**config.mk**
```make
export PLATFORM = sky130hd
export DESIGN_NAME = terrain_vertex_quantizer_core
export DESIGN_NICKNAME = d
export VERILOG_FILES = /design/src/hw/rtl/tvq_pkg.sv /design/src/hw/rtl/tvq_scale_lane.sv /design/src/hw/rtl/tvq_snorm_lane.sv /design/src/hw/rtl/terrain_vertex_quantizer_core.sv
export VERILOG_INCLUDE_DIRS = /design/src /design/src/hw/rtl
export SDC_FILE = /design/constraint.sdc
export NUM_CORES = 2
export LEC_CHECK = 0
export ABC_AREA = 1
export ABC_CLOCK_PERIOD_IN_PS = 10820
export BUFFER_PORTS_ARGS = -buffer_cell sky130_fd_sc_hd__buf_2
export CAP_MARGIN = 30
export CORE_MARGIN = 8
export CORE_UTILIZATION = 55
export DETAILED_ROUTE_END_ITERATION = 16
export PLACE_DENSITY_LB_ADDON = 0.25
export SYNTH_ARGS = -nofsm -noshare
export SYNTH_HDL_FRONTEND = slang
export SYNTH_SLANG_ARGS = --single-unit
```
**constraint.sdc**
```tcl
create_clock -name clock -period 10.82 [get_ports clock]
set_clock_uncertainty 0.2 [all_clocks]
set_input_delay 1.082 -clock clock [delete_from_list [all_inputs] [get_ports clock]]
set_output_delay 1.082 -clock clock [all_outputs]
set_load 0.03 [all_outputs]
```
**src/hw/rtl/terrain_vertex_quantizer_core_defines.svh**
```systemverilog
// Assertion macros shared by the vertex quantizer RTL.
`ifndef TERRAIN_VERTEX_QUANTIZER_CORE_DEFINES_SVH
`define TERRAIN_VERTEX_QUANTIZER_CORE_DEFINES_SVH

// Implication checked at every clock edge outside reset.
`define TVQ_ASSERT_IMP(label, clk, rst, cond, expr, msg) \
   label: assert property (@(posedge clk) disable iff (rst) (cond) |-> (expr)) \
      else $error(msg);

// Implication checked in the cycle after the condition.
`define TVQ_ASSERT_NEXT(label, clk, rst, cond, expr, msg) \
   label: assert property (@(posedge clk) disable iff (rst) (cond) |=> (expr)) \
      else $error(msg);

`endif

```
**src/hw/rtl/tvq_pkg.sv**
```systemverilog
package tvq_pkg;

   localparam int unsigned FLOAT_W  = 32;
   localparam int unsigned SHIFT_W  = 4;
   localparam logic [SHIFT_W-1:0] SHIFT_RESET = 4'd8;
   localparam logic [0:0] REG_SCALE_SHIFT = 1'b0;

   typedef enum logic [1:0] {
      MODE_POS = 2'b01,
      MODE_TEX = 2'b10
   } scale_mode_type;

   typedef struct packed {
      logic        chunk_start;
      logic [7:0]  occlusion_in;
      logic [7:0]  light_in;
      logic [15:0] state_bits_in;
      logic [15:0] voxel_type_in;
      logic [31:0] normal_z;
      logic [31:0] normal_y;
      logic [31:0] normal_x;
      logic [63:0] uv_pair;
      logic [31:0] pos_z;
      logic [31:0] pos_y;
      logic [31:0] pos_x;
   } req_payload_type;

   typedef struct packed {
      logic [1:0]         corner;
      logic [7:0]         occlusion_out;
      logic [7:0]         light_out;
      logic [15:0]        state_bits_out;
      logic [15:0]        voxel_type_out;
      logic signed [7:0]  snorm_z;
      logic signed [7:0]  snorm_y;
      logic signed [7:0]  snorm_x;
      logic [31:0]        uv_fixed;
      logic signed [15:0] fixed_z;
      logic signed [15:0] fixed_y;
      logic signed [15:0] fixed_x;
   } rsp_payload_type;

endpackage

```
**src/hw/rtl/tvq_scale_lane.sv**
```systemverilog
// One position or texture lane: x * 2^shift, rounded half away from zero,
// saturated to the lane's range. Scaling by a power of two is exact in
// float, except where it overflows to infinity, which saturates anyway.
module tvq_scale_lane
   import tvq_pkg::*;
(
   input  logic [FLOAT_W-1:0] bits,
   input  logic [SHIFT_W-1:0] shift,
   input  scale_mode_type     mode,
   output logic [15:0]        result
);
   logic        sgn;
   logic [7:0]  expo;
   logic [22:0] frac;
   logic [23:0] mant;
   logic        is_nan;
   logic [9:0]  e_eff;
   logic [40:0] shifted;
   logic [17:0] mag;
   logic        big;

   always_comb begin
      sgn    = bits[31];
      expo   = bits[30:23];
      frac   = bits[22:0];
      is_nan = (expo == 8'hFF) && (frac != 23'd0);
      mant   = {(expo != 8'd0), frac};
      // Biased exponent plus shift, so that e_eff == 127 means 2^0.
      e_eff  = {2'b00, expo} + {6'd0, shift};
      big    = (expo == 8'hFF) || (e_eff >= 10'd144);
      shifted = 41'd0;
      mag     = 18'd0;
      if (!big && e_eff >= 10'd126) begin
         // value = mant * 2^(e_eff-150); keep one fraction bit for rounding.
         shifted = {17'd0, mant} << (e_eff - 10'd126);
         mag     = shifted[41-1:24] + {17'd0, shifted[23]};
      end
      if (e_eff < 10'd126 || expo == 8'd0) begin
         mag = 18'd0;
      end
      if (expo == 8'd0) begin
         mag = 18'd0;
      end
      result = 16'd0;
      unique case (mode)
         MODE_POS: begin
            if (is_nan) result = 16'd0;
            else if (!sgn) result = (big || mag >= 18'd32767) ? 16'h7FFF : mag[15:0];
            else if (big || mag >= 18'd32768) result = 16'h8000;
            else result = 16'(-mag[15:0]);
         end
         MODE_TEX: begin
            if (is_nan || sgn) result = 16'd0;
            else result = (big || mag >= 18'd65535) ? 16'hFFFF : mag[15:0];
         end
         default: result = 16'd0;
      endcase
   end
endmodule

```
**src/hw/rtl/tvq_snorm_lane.sv**
```systemverilog
// One normal lane: clamp to [-1,1], times 127 rounded to nearest even in
// single precision, then rounded half away from zero. The exact product
// mant*127 has 30 or 31 bits, so it is first rounded back to a 24-bit
// significand. That step can lift a product lying just below a half-point
// onto it, so the integer rounding works on the rounded product.
module tvq_snorm_lane
   import tvq_pkg::*;
(
   input  logic [FLOAT_W-1:0] bits,
   output logic [7:0]         result
);
   logic        sgn;
   logic [7:0]  expo;
   logic [23:0] mant;
   logic [30:0] prod;
   logic [24:0] kept;
   logic        rnd_bit;
   logic        sticky;
   logic [31:0] prod_r;
   logic [55:0] fixed_v;
   logic [7:0]  mag;
   logic [7:0]  sh;

   always_comb begin
      sgn  = bits[31];
      expo = bits[30:23];
      mant = {(expo != 8'd0), bits[22:0]};
      prod = 31'(mant) * 31'd127;
      // Round the product to 24 significant bits, ties to even.
      if (prod[30]) begin
         kept    = {1'b0, prod[30:7]};
         rnd_bit = prod[6];
         sticky  = |prod[5:0];
      end else begin
         kept    = {1'b0, prod[29:6]};
         rnd_bit = prod[5];
         sticky  = |prod[4:0];
      end
      kept   = kept + {24'd0, rnd_bit & (sticky | kept[0])};
      prod_r = prod[30] ? {kept, 7'd0} : {1'b0, kept, 6'd0};
      fixed_v = 56'd0;
      mag  = 8'd0;
      sh   = 8'd0;
      if (expo == 8'hFF && bits[22:0] != 23'd0) begin
         mag = 8'd0;
      end else if (expo >= 8'd127) begin
         mag = 8'd127;
      end else if (expo >= 8'd100) begin
         // x*127 = prod_r * 2^(expo-150); after the shift fixed_v holds it
         // with 24 fraction bits.
         sh = 8'd126 - expo;
         fixed_v = {24'd0, prod_r} >> sh;
         mag = 8'(fixed_v[55:24] + {31'd0, fixed_v[23]});
      end
      result = sgn ? 8'(-mag) : mag;
   end
endmodule

```
**src/hw/rtl/terrain_vertex_quantizer_core.sv**
```systemverilog
// Terrain vertex quantizer.
// Input channel req_*: one vertex per item (float position, uv pair, normal
// and pass-through voxel fields). Result channel rsp_*: one quantized vertex
// per item. Both use valid/ready; an item moves when valid and ready are high.
// Configuration: APB-style csr_* port; register 0 (byte address 0) holds
// scale_shift, the log2 of the position and uv scale (reset value 8).
// An item accepted in one cycle is offered on rsp_* in the next, from the
// output register. Throughput is one item per cycle unless rsp_ready
// stalls; eight lanes (three position, two uv and three normal) work in
// parallel beside the copy path; a merge stage packs all into that register.
// When the receiver stalls, the output register holds the item; req_ready
// stays high whenever that register is empty or is being drained this cycle.
// Synchronous reset empties the output register, clears the corner counter
// and loads scale_shift with 8.
// The corner counter numbers vertices modulo four and restarts at zero on
// an item carrying chunk_start.
module terrain_vertex_quantizer_core
   import tvq_pkg::*;
(
   input  logic            clock,
   input  logic            reset,
   input  logic            req_valid,
   output logic            req_ready,
   input  req_payload_type req_data,
   output logic            rsp_valid,
   input  logic            rsp_ready,
   output rsp_payload_type rsp_data,
   input  logic            csr_psel,
   input  logic            csr_penable,
   input  logic            csr_pwrite,
   input  logic [2:0]      csr_paddr,
   input  logic [31:0]     csr_pwdata,
   output logic [31:0]     csr_prdata,
   output logic            csr_pready
);
`include "terrain_vertex_quantizer_core_defines.svh"

   logic [SHIFT_W-1:0] shift_ff, shift_in;
   logic [1:0]         corner_ff, corner_in;
   logic               valid_ff, valid_in;
   rsp_payload_type    data_ff, data_in;
   logic               take;
   logic [1:0]         corner_now;
   logic [15:0]        px, py, pz, tu, tv;
   logic [7:0]         nx, ny, nz;

   assign csr_pready = 1'b1;
   assign csr_prdata = (csr_paddr[2] == REG_SCALE_SHIFT)
                       ? {28'd0, shift_ff} : 32'd0;

   always_comb begin
      shift_in = shift_ff;
      if (csr_psel && csr_penable && csr_pwrite && csr_paddr[2] == REG_SCALE_SHIFT) begin
         shift_in = csr_pwdata[SHIFT_W-1:0];
      end
   end

   tvq_scale_lane u_px (.bits(req_data.pos_x), .shift(shift_ff), .mode(MODE_POS), .result(px));
   tvq_scale_lane u_py (.bits(req_data.pos_y), .shift(shift_ff), .mode(MODE_POS), .result(py));
   tvq_scale_lane u_pz (.bits(req_data.pos_z), .shift(shift_ff), .mode(MODE_POS), .result(pz));
   tvq_scale_lane u_tu (.bits(req_data.uv_pair[31:0]), .shift(shift_ff), .mode(MODE_TEX),
                        .result(tu));
   tvq_scale_lane u_tv (.bits(req_data.uv_pair[63:32]), .shift(shift_ff), .mode(MODE_TEX),
                        .result(tv));
   tvq_snorm_lane u_nx (.bits(req_data.normal_x), .result(nx));
   tvq_snorm_lane u_ny (.bits(req_data.normal_y), .result(ny));
   tvq_snorm_lane u_nz (.bits(req_data.normal_z), .result(nz));

   assign req_ready = !valid_ff || rsp_ready;
   assign take      = req_valid && req_ready;
   assign corner_now = req_data.chunk_start ? 2'd0 : corner_ff;

   // Merge stage: pack all lane results into the output register.
   always_comb begin
      valid_in  = valid_ff;
      corner_in = corner_ff;
      data_in   = data_ff;
      if (rsp_ready) valid_in = 1'b0;
      if (take) begin
         valid_in  = 1'b1;
         corner_in = corner_now + 2'd1;
         data_in.fixed_x        = px;
         data_in.fixed_y        = py;
         data_in.fixed_z        = pz;
         data_in.uv_fixed       = {tv, tu};
         data_in.snorm_x        = nx;
         data_in.snorm_y        = ny;
         data_in.snorm_z        = nz;
         data_in.voxel_type_out = req_data.voxel_type_in;
         data_in.state_bits_out = req_data.state_bits_in;
         data_in.light_out      = req_data.light_in;
         data_in.occlusion_out  = req_data.occlusion_in;
         data_in.corner         = corner_now;
      end
   end

   always_ff @(posedge clock) begin
      if (reset) begin
         valid_ff  <= 1'b0;
         corner_ff <= 2'd0;
         shift_ff  <= SHIFT_RESET;
      end else begin
         valid_ff  <= valid_in;
         corner_ff <= corner_in;
         shift_ff  <= shift_in;
      end
      data_ff <= data_in;
   end

   assign rsp_valid = valid_ff;
   assign rsp_data  = data_ff;

   `TVQ_ASSERT_NEXT(a_take_valid, clock, reset, take, rsp_valid,
      "accepted item not offered")
   `TVQ_ASSERT_NEXT(a_corner_adv, clock, reset, take, corner_ff == rsp_data.corner + 2'd1,
      "corner counter out of step")
   `TVQ_ASSERT_IMP(a_ready_free, clock, reset, !rsp_valid, req_ready,
      "input stalled with empty output")
endmodule

```
; Yosys cells after proc, flatten, opt, wreduce, memory -nomap -nowiden
; Cells that the tools add are included.
[classes]
n_addsub = 31
mul = 3
order_cmp = 29
eq_ne = 8
shift = 8
mux = 54
bitwise_logic = 7
reduce_logical = 72
[ops]
columns = operator, n
row1 = 2-to-1 mux 18 bit, 15
row2 = << shifter 24 x 10 -> 41 bit, 5
row3 = nonzero test 23 bit, 8
row4 = 2-to-1 mux 16 bit, 11
row5 = 2-to-1 mux 32 bit, 3
row6 = 2-to-1 mux 8 bit, 12
row7 = right shift 32 x 8 -> 32 bit, 3
row8 = multiplier 24 x 7 -> 31 bit (second input constant), 3
row9 = adder 17 x 1 -> 18 bit, 5
row10 = greater-or-equal comparator 18 x 16 -> 1 bit (second input constant), 5
row11 = adder 24 x 1 -> 25 bit, 3
row12 = 2-to-1 mux 24 bit, 3
row13 = equality test 8 bit (second input constant), 8
row14 = nonzero test 8 bit, 8
row15 = greater-or-equal comparator 18 x 15 -> 1 bit (second input constant), 3
row16 = greater-or-equal comparator 10 x 7 -> 1 bit (second input constant), 5
row17 = greater-or-equal comparator 10 x 8 -> 1 bit (second input constant), 5
row18 = less-than comparator 10 x 7 -> 1 bit (second input constant), 5
row19 = subtractor 10 x 7 -> 10 bit (second input constant), 5
row20 = greater-or-equal comparator 8 x 7 -> 1 bit (second input constant), 6
row21 = negation 16 bit, 3
row22 = adder 8 x 4 -> 9 bit, 5
row23 = zero test 8 bit, 5
row24 = adder 8 x 1 -> 8 bit, 3
row25 = other kinds (15), 75
[word_totals]
ff_bits = 161
in_bits = 347
output_inout_bits = 189
elab_cells = 228

; Longest topological paths before layout
[logic_depth]
depth_word = 15
ltp_mapped = 53
depth_no_buf = 52

; By module
; A second synthesis with hierarchy kept.
[hier_totals]
hier_cells = 8126
hier_area_um2 = 47775.8
[by_module_without_submodules]
columns = module, instances, cells_per_inst, area_per_inst_um2, seq_area_each_um2
row1 = tvq_scale_lane at u_px ..., 4, 853, 4225.3, 0.0
row2 = tvq_snorm_lane at u_nx, 1, 1229, 7342.0, 0.0
row3 = tvq_snorm_lane at u_nz, 1, 1256, 7275.7, 0.0
row4 = tvq_snorm_lane at u_ny, 1, 1203, 7225.7, 0.0
row5 = terrain_vertex_quantizer_core, 1, 244, 5230.0, 4764.6
row6 = tvq_scale_lane at u_tu, 1, 782, 3801.1, 0.0

; Worst setup path after synthesis
; OpenSTA, ideal clock, no wires.
[synth_timing]
path_type = input to register
startpoint = input port req_data[183] (netlist name)
endpoint = register data_ff, in the netlist rsp_data[86], data pin
arrival_ns = 8.439
t_required_ns = 10.367
path_slack_ns = 1.929
stages = 47
path_cell_list = clkbuf_1 inv_1 clkbuf_1 ha_1 nand2_1 nor4_1 inv_1 fa_1 fa_1 inv_1 fa_1 inv_1 ha_1 ha_1 buf_2 nand2_1 nor2_1 nand2_1 [... 11 more ...] nand2_1 o21ai_0 nand3_1 nand3_1 a21oi_1 a311oi_1 nor4_1 ha_1 ha_1 nand2_1 nand2_1 nand2_1 ha_1 nand2_1 nor2_1 nand3_1 nand3_1 nand2_1
[synth_between]
elab_chain_cells = 14
word_cells_on_any_way = 21
cone_classes = add/sub: 4 / mul: 1 / order compare: 2 / eq/ne: 1 / shift: 1 / mux: 8 / bitwise: 2 / reduce/logical: 2
[synth_lines]
columns = element, line
row1 = start: declaration, terrain_vertex_quantizer_core.sv:24  ; input req_payload_type req_data,
row2 = nonzero test 8 bit, tvq_snorm_lane.sv:27  ; mant = {(expo != 8'd0), bits[22:0]};
row3 = multiplier 24 x 7 -> 31 bit, tvq_snorm_lane.sv:28  ; prod = 31'(mant) * 31'd127;
row4 = 2-to-1 mux 1 bit or 2-to-1 mux 24 bit (tied branches), tvq_snorm_lane.sv:30  ; if (prod[30]) begin
row5 = OR 1 bit, tvq_snorm_lane.sv:39  ; kept = kept + {24'd0, rnd_bit & (sticky | kept[0])};
row6 = bitwise AND 1 bit, tvq_snorm_lane.sv:39
row7 = adder 24 x 1 -> 25 bit, tvq_snorm_lane.sv:39
row8 = 2-to-1 mux 32 bit, tvq_snorm_lane.sv:40  ; prod_r = prod[30] ? {kept, 7'd0} : {1'b0, kept, 6'd0};
row9 = right shift 32 x 8 -> 32 bit, tvq_snorm_lane.sv:52  ; fixed_v = {24'd0, prod_r} >> sh;
row10 = adder 8 x 1 -> 8 bit, tvq_snorm_lane.sv:53  ; mag = 8'(fixed_v[55:24] + {31'd0, fixed_v[23]});
row11 = 2-to-1 mux 8 bit, tvq_snorm_lane.sv:48  ; end else if (expo >= 8'd100) begin
row12 = 2-to-1 mux 8 bit, tvq_snorm_lane.sv:46  ; end else if (expo >= 8'd127) begin
row13 = 2-to-1 mux 8 bit *, tvq_snorm_lane.sv:44  ; if (expo == 8'hFF && bits[22:0] != 23'd0) begin
row14 = negation 8 bit, tvq_snorm_lane.sv:55  ; result = sgn ? 8'(-mag) : mag;
row15 = 2-to-1 mux 8 bit *, tvq_snorm_lane.sv:55
row16 = named net nx[6], terrain_vertex_quantizer_core.sv:45  ; logic [7:0] nx, ny, nz;
row17 = end signal: assignment, terrain_vertex_quantizer_core.sv:107  ; data_ff <= data_in;
row18 = end: declaration, terrain_vertex_quantizer_core.sv:41  ; rsp_payload_type data_ff, data_in;
; Mark *: on every way through the listed nets, which the timed path passes. The rest lies on a longest branch.
; A chain may end at the register's enable or synchronous reset.

; Worst setup path in the final report
; Ends and elaborated chain as after synthesis.

==> flow_summary.yaml <==
cts:
  cts-htree-levels: 4
  numCtsBuffers: 17
  clockBufferDepth: 2
  postCtsHoldBufs: 0
  postCtsSetupRepairBufs: 0
  ctsRootBufferMaster: "clkbuf_16"
  cts_resized: 0
  cts_tree: "yes"
  clk_pin_slew_worst_paths_ns: 0.11
  insertion_delay_ns: 0.51
  cts.sinks: 161
final_layout:
  nets: 8394
  layout-drive-gt1-share: 0.102
  syn_to_final_growth_pct: 8.26
  layoutNonFillerInstCount: 8643
yosys:
  synth-seq-cells: 161
  synth-seq-area-share: 0.112
  synth_commonest_cells: "nand2_1, nand3_1, inv_1"
  async_flop_share: 0
  synth_top_area_share: 0.197
  ys.flop_type: "edfxtp_1"
  synthMostInstantiatedCell: "nand2_1"
  synth_cell_types: 69
  synth_top_area_cell: "nand2_1"
  synthCells: 7216
  netlist_area_um2: 42500
  syn_avg_cell_area_um2: 5.89
  ys.warnings.count: 0
  synth.area.top_cells: "nand2_1, nand3_1, fa_1, edfxtp_1, inv_1"
  synth_edf_count: 154
sta:
  setup_viol: 0
  finalHoldViolCount: 0
  fin_crit_ns: 9.54
  max_freq_ghz: 0.105
  fin_ws_ns: 1.28
  period_share: 0.882
  hold_slack_ns: 0.308
  rsz0062_at_grt: "false"
  worst_slew_pin_slew_ns: 1.00
  setup_tns_ns: 0
  slew_headroom: 0.331
  slew_violations: 0
floorplan:
  io_pins: 536
  dieArea_um2: 86400
  start_util: 0.552
  die_h_um: 294
  die_x_um: 294
  rows: 102
  core-area_um2: 77000
global_routing:
  grt_max_degree: 99
  grt_usage: 0.302
  antenna_found_initial: 42
  first_global_vias: 43900
  globalRouteOverflowTotal: 0
  grt_pass1_wl_um: 218000
pwr:
  pwr-share-clk: 0.058
  p_leak_nw: 25.0
  switching_share: 0.629
  power_mw: 12.0
  cellPowerDensity_nw_per_um2: 261
  p_int_mw: 4.45
  power_frac_comb: 0.877
  seq_power_share: 0.065
  ir_worst_vdd_mv: 0.292
  power.switching_mw: 7.53
run:
  cap_viol_max_count: 0
detailed_routing:
  drt_iter0_drc: 4295
  ant_nets: 0
  vias: 47400
  first_pass_iters: 8
  wl_per_cell_um: 15.6
  drt-total-wl_um: 135000
  viasPerCell: 5.48
  drc: 0
place:
  port_buffers: 476
  dp_hpwl_um: 113000
  place_congestion: 1.01
  post-place-ws_ns: 0.945
  placedCellCount: 8575
setup_path:
  critical_path_peak_fanout: 22
  cp.arrival_ns: 9.58
  r2r_start: "shift_ff[0]"
  slowest_delay_ns: 0.58
  critPathSlowestCell: "nand2_1"
  path_common_cell: "nand2_1"
  worstSetupPathType: "primary input to flip-flop"
  cp.required_ns: 10.85
  setup.worst_path.start: "req_data[183]"
  crit_path_end_kind: "flip-flop"
  startpoint_type: "primary input"
min_path:
  hp-class: "flip-flop to flip-flop"
  worstHoldStart: "corner_ff[1]"
status:
  status: "finished clean"
==> routing by layer <==
| layer | track usage | part of all wire |
|---|---|---|
| met1 | 0.389 | 0.43 |
| met2 | 0.512 | 0.46 |
| met3 | 0.0481 | 0.077 |
| met4 | 0.103 | 0.032 |
| met5 | 0 | 0.00090 |
==> kinds of logic after synthesis <==
group,count (synthesis),share of synthesized area
AO/OA/AOI/OAI,437,0.0584
flip-flops,161,0.112
other,2,0.000177
AND/OR/NAND/NOR,4611,0.484
buffers and inverters,1423,0.136
adder cells (fa/ha/maj),493,0.191
XOR/XNOR,89,0.0192
==> placed cells by master, fill, tap and decap left out, types with 8 or more instances in the layout <==
cell type	netlist	final
nand2_1	2229	2229
nand3_1	1246	1246
inv_1	1165	1164
nor2_1	603	603
buf_2	54	476
fa_1	257	257
ha_1	236	236
nand4_1	204	204
a21oi_1	193	193
edfxtp_1	154	154
o21ai_0	124	124
nor2_2	63	63
xor2_1	56	56
nor3_1	51	51
nand3b_1	41	41
nand3_2	41	41
diode_2	0	36
nor4_1	35	35
nand2_2	31	31
o21ai_1	29	29
inv_2	29	29
conb_1	2	29
xnor2_1	28	28
buf_4	43	26
nor2_4	20	20
clkinv_1	18	18
clkbuf_16	0	17
and2_1	12	12
o21bai_1	10	10
a31oi_1	10	10
a21oi_2	9	9
o21ai_2	9	9
o31ai_1	8	8
o211ai_1	8	8
==> critical path: cells and delay by family <==
kind	cells	cell delay, ns
AOI/OAI and AO/OA	4	1.01
buffers and inverters	7	0.96
adders and majority gates	9	3.22
and+or+nand+nor	23	3.29
==> cell type report <==
class / count / area [um^2]
Antenna cell: 36 / 90.1
Clock buffer: 17 / 425
Clock inverter: 15 / 201
Fill cell: 7772 / 31000
Inverter: 1212 / 4550
Multi-Input combinational cell: 5659 / 32100
Sequential cell: 161 / 4760
Tap cell: 1040 / 1300
Timing Repair Buffer: 503 / 2590
==> power by group through the flow <==
stage | sequential, mW | clock, mW | combinational (mW)
2_1_floorplan | 0.915 | 0 | 8.04
3_3_place_gp | 0.796 | 0 | 10.2
3_5_place_dp | 0.797 | 0 | 10.3
4_1_cts | 0.783 | 0.706 | 10.4
5_1_grt | 0.788 | 0.725 | 12.1
6_report | 0.783 | 0.692 | 10.5
==> sequential cells by signal, summed over array words and instances (netlist names) <==
register   flops
corner_ff      2
rsp_data     154
rsp_valid      1
shift_ff       4
==> stage by stage <==
stage | cell area [um^2] | util
after floorplan | 42600 | -
after global routing | 46000 | 0.597
after detailed placement | 45300 | 0.588
after global placement | 45200 | 0.588
final | 46000 | 0.598
after CTS | 45900 | 0.596
==> worst paths after layout <==
path | endpoint | depth (start not counted) | slack (ns)
worst min register to register | corner_ff[1] | 2 | 0.31
worst max-delay path | rsp_data[86] | 43 | 1.28
worst min-delay path | corner_ff[1] | 2 | 0.31
worst max register to register | rsp_data[64] | 32 | 3.57
No activity file was read; power rests on OpenSTA's default activity.
